[src/rtl/fac_pkg.sv]
`timescale 1ns / 1ps
// shared types and constants for the frustum box cull block
// no dependencies

package fac_pkg;

    localparam int MAX_PLANES_DEF = 6;
    localparam int PLANE_SLOTS    = 6;
    localparam int CFG_IDX_W      = 3;
    localparam int CFG_DATA_W     = 64;
    localparam int COUNT_W        = 3;

    // register indexes on the configuration channel
    localparam logic [CFG_IDX_W-1:0] REG_ACTIVE_PLANES = 3'd0;
    localparam logic [CFG_IDX_W-1:0] REG_PLANE_0       = 3'd1;

    typedef logic signed [15:0] coord_t;
    typedef logic [14:0]        half_t;
    typedef logic [COUNT_W-1:0] count_t;

    // one plane as packed in its register: offset on top, normal x at the bottom
    typedef struct packed {
        logic signed [15:0] offset;
        logic signed [15:0] nz;
        logic signed [15:0] ny;
        logic signed [15:0] nx;
    } plane_t;

    // load enables of the three datapath stages
    typedef struct packed {
        logic s1;
        logic s2;
        logic s3;
    } stage_en_t;

endpackage

[src/rtl/fac_plane.sv]
`timescale 1ns / 1ps
// one clipping plane test, three register stages: products, sums, sign of d + r
// depends on fac_pkg

module fac_plane (
    input  logic               clk,
    input  fac_pkg::stage_en_t en,
    input  fac_pkg::plane_t    plane,
    input  fac_pkg::coord_t    center_x,
    input  fac_pkg::coord_t    center_y,
    input  fac_pkg::coord_t    center_z,
    input  fac_pkg::half_t     half_x,
    input  fac_pkg::half_t     half_y,
    input  fac_pkg::half_t     half_z,
    output logic               reject
);
    import fac_pkg::*;

    logic [15:0] mag_x, mag_y, mag_z;

    // stage 1: products
    logic [30:0]        rx_reg, ry_reg, rz_reg;
    logic signed [31:0] dx_reg, dy_reg, dz_reg;
    logic signed [15:0] off_reg;
    logic [30:0]        rx_next, ry_next, rz_next;
    logic signed [31:0] dx_next, dy_next, dz_next;

    // stage 2: radius and distance
    logic [32:0]        r_reg, r_next;
    logic signed [33:0] d_reg, d_next;

    // stage 3: box wholly on the negative side
    logic               reject_reg;
    logic signed [34:0] slack;

    // magnitude of a normal component, -2.0 maps to 0x8000
    assign mag_x = plane.nx[15] ? 16'(~plane.nx + 16'sd1) : 16'(plane.nx);
    assign mag_y = plane.ny[15] ? 16'(~plane.ny + 16'sd1) : 16'(plane.ny);
    assign mag_z = plane.nz[15] ? 16'(~plane.nz + 16'sd1) : 16'(plane.nz);

    always_comb
    begin
        rx_next = 31'(half_x) * 31'(mag_x);
        ry_next = 31'(half_y) * 31'(mag_y);
        rz_next = 31'(half_z) * 31'(mag_z);
        dx_next = 32'(center_x) * 32'(plane.nx);
        dy_next = 32'(center_y) * 32'(plane.ny);
        dz_next = 32'(center_z) * 32'(plane.nz);
    end

    always_comb
    begin
        r_next = 33'(rx_reg) + 33'(ry_reg) + 33'(rz_reg);
        // offset moves from Q8.8 to the product scale by 14 bits
        d_next = 34'(dx_reg) + 34'(dy_reg) + 34'(dz_reg)
               + 34'($signed({off_reg, 14'b0}));
    end

    assign slack = 35'(d_reg) + 35'($signed({2'b0, r_reg}));

    always_ff @(posedge clk)
    begin
        if (en.s1)
        begin
            rx_reg  <= rx_next;
            ry_reg  <= ry_next;
            rz_reg  <= rz_next;
            dx_reg  <= dx_next;
            dy_reg  <= dy_next;
            dz_reg  <= dz_next;
            off_reg <= plane.offset;
        end
        if (en.s2)
        begin
            r_reg <= r_next;
            d_reg <= d_next;
        end
        if (en.s3)
        begin
            reject_reg <= slack[34];
        end
    end

    assign reject = reject_reg;

endmodule

[config.mk]
export PLATFORM = sky130hd
export DESIGN_NAME = fac_plane
export DESIGN_NICKNAME = d
export VERILOG_FILES = /design/src/rtl/fac_pkg.sv /design/src/rtl/fac_plane.sv
export SDC_FILE = /design/constraint.sdc
export NUM_CORES = 2
export LEC_CHECK = 0
export BUFFER_PORTS_ARGS = -buffer_cell sky130_fd_sc_hd__buf_2
export CAP_MARGIN = 20
export CORE_MARGIN = 4
export CORE_UTILIZATION = 55
export CTS_CLUSTER_SIZE = 10
export DETAILED_ROUTE_END_ITERATION = 12
export GPL_TIMING_DRIVEN = 1
export PLACE_DENSITY = 0.68
export RECOVER_POWER = 25
export SYNTH_ARGS = -nofsm -noshare
export SYNTH_HDL_FRONTEND = slang
export SYNTH_SLANG_ARGS = --single-unit
export TNS_END_PERCENT = 30
[constraint.sdc]
create_clock -name clk -period 10.33 [get_ports clk]
set_input_delay 1.5495 -clock clk [delete_from_list [all_inputs] [get_ports clk]]
set_output_delay 1.5495 -clock clk [all_outputs]
set_load 0.05 [all_outputs]
==> impl_metrics.json <==
{
  "finClkSkew_ps": 20.7,
  "first_global_vias": 50571,
  "antenna_found_initial": 21,
  "hold_start": "dz_reg[1]$_DFFE_PP_",
  "max_stage_delay_ps": 1090,
  "cp-start-kind": "primary input",
  "yosys_warnings": 0,
  "synth_top_area_share": 0.417,
  "slew_headroom": -2.53,
  "stdcell_count": 8635,
  "die-area_sq_um": 129000,
  "crit_path_top_delay_cell": "clkbuf_1",
  "crit_arrival_ps": 9600,
  "cp_max_fo": 30,
  "io_pins": 162,
  "maxCapViolations": 2,
  "slew_violations": 157,
  "period_minus_slack_ps": 9310,
  "ys_ff_latch": 273,
  "die_x_um": 359,
  "clock-sinks": 273,
  "synth_area_per_cell_sq_um": 9.70,
  "fmax_mhz": 107,
  "clock-root-buffer": "clkbuf_16",
  "synth_seq_area_share": 0.121,
  "drt_first_pass_iters": 6,
  "cts_tree": "yes",
  "die_h_um": 359,
  "drc": 0,
  "tightest_slew_ps": 5290,
  "hpwl_um": 131000,
  "dp.cells": 8577,
  "hold_class": "reg2reg",
  "finalSetupTns_ps": 0,
  "outcome": "finished, violations left",
  "required_ps": 10620,
  "place_ws_ps": 644,
  "routed_via_density": 5.44,
  "clock_path_buffers": 3,
  "largest_reg_flops": 34,
  "endpoint_kind": "flop",
  "netlist_top_cells_area": "fa_1, edfxtp_1, ha_1",
  "drtAntennaViolNets": 0,
  "hold_buffers": 0,
  "wl_um": 157000,
  "grt_pass1_wl_um": 260000,
  "synth_cells": 6970,
  "synthArstFlopShare": 0,
  "synth_edf_count": 273,
  "syn-cell-area_sq_um": 67600,
  "cp_cell_sequence": "buf_2, clkbuf_1, o31ai_1, xnor2_2, nand2_1, fa_1, fa_1, fa_1, inv_1, fa_1, fa_1, inv_1, fa_1, inv_1, ha_1, a2111oi_0, a211oi_1, or4b_1, nand2_1, o2111ai_1, a21oi_1, xnor2_1",
  "finalCritPeriodShare": 0.901,
  "worstSkewPairLatency_ps": 530,
  "ys_types": 86,
  "critical_path_class": "in2reg",
  "syn2layout_area_growth_pct": 5.03,
  "rows": 128,
  "syn_nets": 9181,
  "drt_iter0_drc": 3009,
  "crit_top_cell": "fa_1",
  "port_buffers": 161,
  "grt.overflow.total": 0,
  "grt_use_total": 0.254,
  "violations": "max-capacitance violations, max-slew violations",
  "grt_max_degree": 89,
  "r2r-start": "dx_reg[2]$_DFFE_PP_",
  "finalHoldViolCount": 0,
  "setup_violations": 0,
  "layout.nets": 9200,
  "initial_core_util": 0.554,
  "setup_slack_ps": 1020,
  "cts_buffers": 34,
  "synth_top_area_cell": "fa_1",
  "hold-worst-slack_ps": 752,
  "htree_levels": 2,
  "wl_per_cell_um": 18.2,
  "crit_path_start": "plane[0]",
  "core_sq_um": 122000,
  "drive_above_1_share": 0.0442,
  "cts_setup_buffers": 0,
  "gp_congestion": 0.911,
  "via_count": 46934,
  "rsz0062_at_grt": "false",
  "synth_flop_cell": "edfxtp_1",
  "ctsResizeCount": 0,
  "clkTransAtPathRegs_ps": 60
}
## layer usage
metal / GRT usage / wire [um] / up-vias
met4: 0.0825 / 6080 / 2
met2: 0.438 / 78100 / 1354
met5: 0 / 12 / -
met3: 0.0339 / 9600 / 276
li1: - / - / 21229
met1: 0.334 / 63400 / 24073
## worst max-delay path, delay by kind of cell
kind | cells | cell delay [ps]
and+or+nand+nor | 3 | 900
adders and majority gates | 7 | 3330
AOI/OAI and AO/OA | 5 | 1440
buffers and inverters | 5 | 1410
xor gates and xnor gates | 2 | 970
## kinds of logic (layout without fill, tap and decap cells)
logic type / after synthesis / in the layout / synth area share
adder cells (fa/ha/maj): 2050 / 2050 / 0.536
flip-flops: 273 / 273 / 0.121
XOR/XNOR: 275 / 275 / 0.0356
AO/OA/AOI/OAI: 635 / 635 / 0.0631
AND/OR/NAND/NOR: 1913 / 1913 / 0.143
other: 0 / 14 / 0
buffers and inverters: 1824 / 1850 / 0.102
## per-stage QoR
stage / cell area [sq um] / utilization
floorplan: 67600 / -
global placement: 70100 / 0.574
detailed placement: 70100 / 0.574
CTS: 71000 / 0.582
global route: 71000 / 0.582
finish: 71000 / 0.582
## cell usage in the layout, fill, tap and decap left out, types with 70 or more instances in the layout
cell and count:
a21o_1 114, a21oi_1 181, and2_1 701, buf_2 157
edfxtp_1 273, fa_1 1410, ha_1 640, inv_1 1579
nand2_1 815, nand2b_1 75, nor2_1 109, o21ai_0 102
xnor2_1 201, xor2_1 70
## worst paths after layout
kind	endpoint	cells past startpoint	slack, ps
max	rx_reg[30]$_DFFE_PP_	22	1020
min	d_reg[1]$_DFFE_PP_	2	750
max reg2reg	d_reg[32]$_DFFE_PP_	13	5840
min reg2reg	d_reg[1]$_DFFE_PP_	2	750
## synth_stat cells (21+ instances only)
master and instances:
ha_1 640, edfxtp_1 273, or3_1 24, nor2_1 109
inv_1 1579, o21ai_0 103, xor2_1 70, o31ai_1 21
fa_1 1410, xnor2_1 205, o21a_1 22, nand3_1 37
nand2b_1 75, and3_1 24, and2_1 704, nor3_1 34
o21bai_1 39, clkbuf_1 222, nor2b_1 29, nand2_1 815
a21oi_1 181, a21o_1 114
## final cells by class
class	instances	area (sq um)
multi-input cells	4873	52600
inverters	1581	5930
repair buffers	226	1270
diodes	14	35.0
flip-flops and latches	273	8200
fillers	10712	51000
well taps	1625	2030
clock buffers	37	883
clock inverters	6	78.8
Power is left out: the tool's default activity adds up to more than one toggle a clock period on the data nets, which glitch-free logic cannot reach.
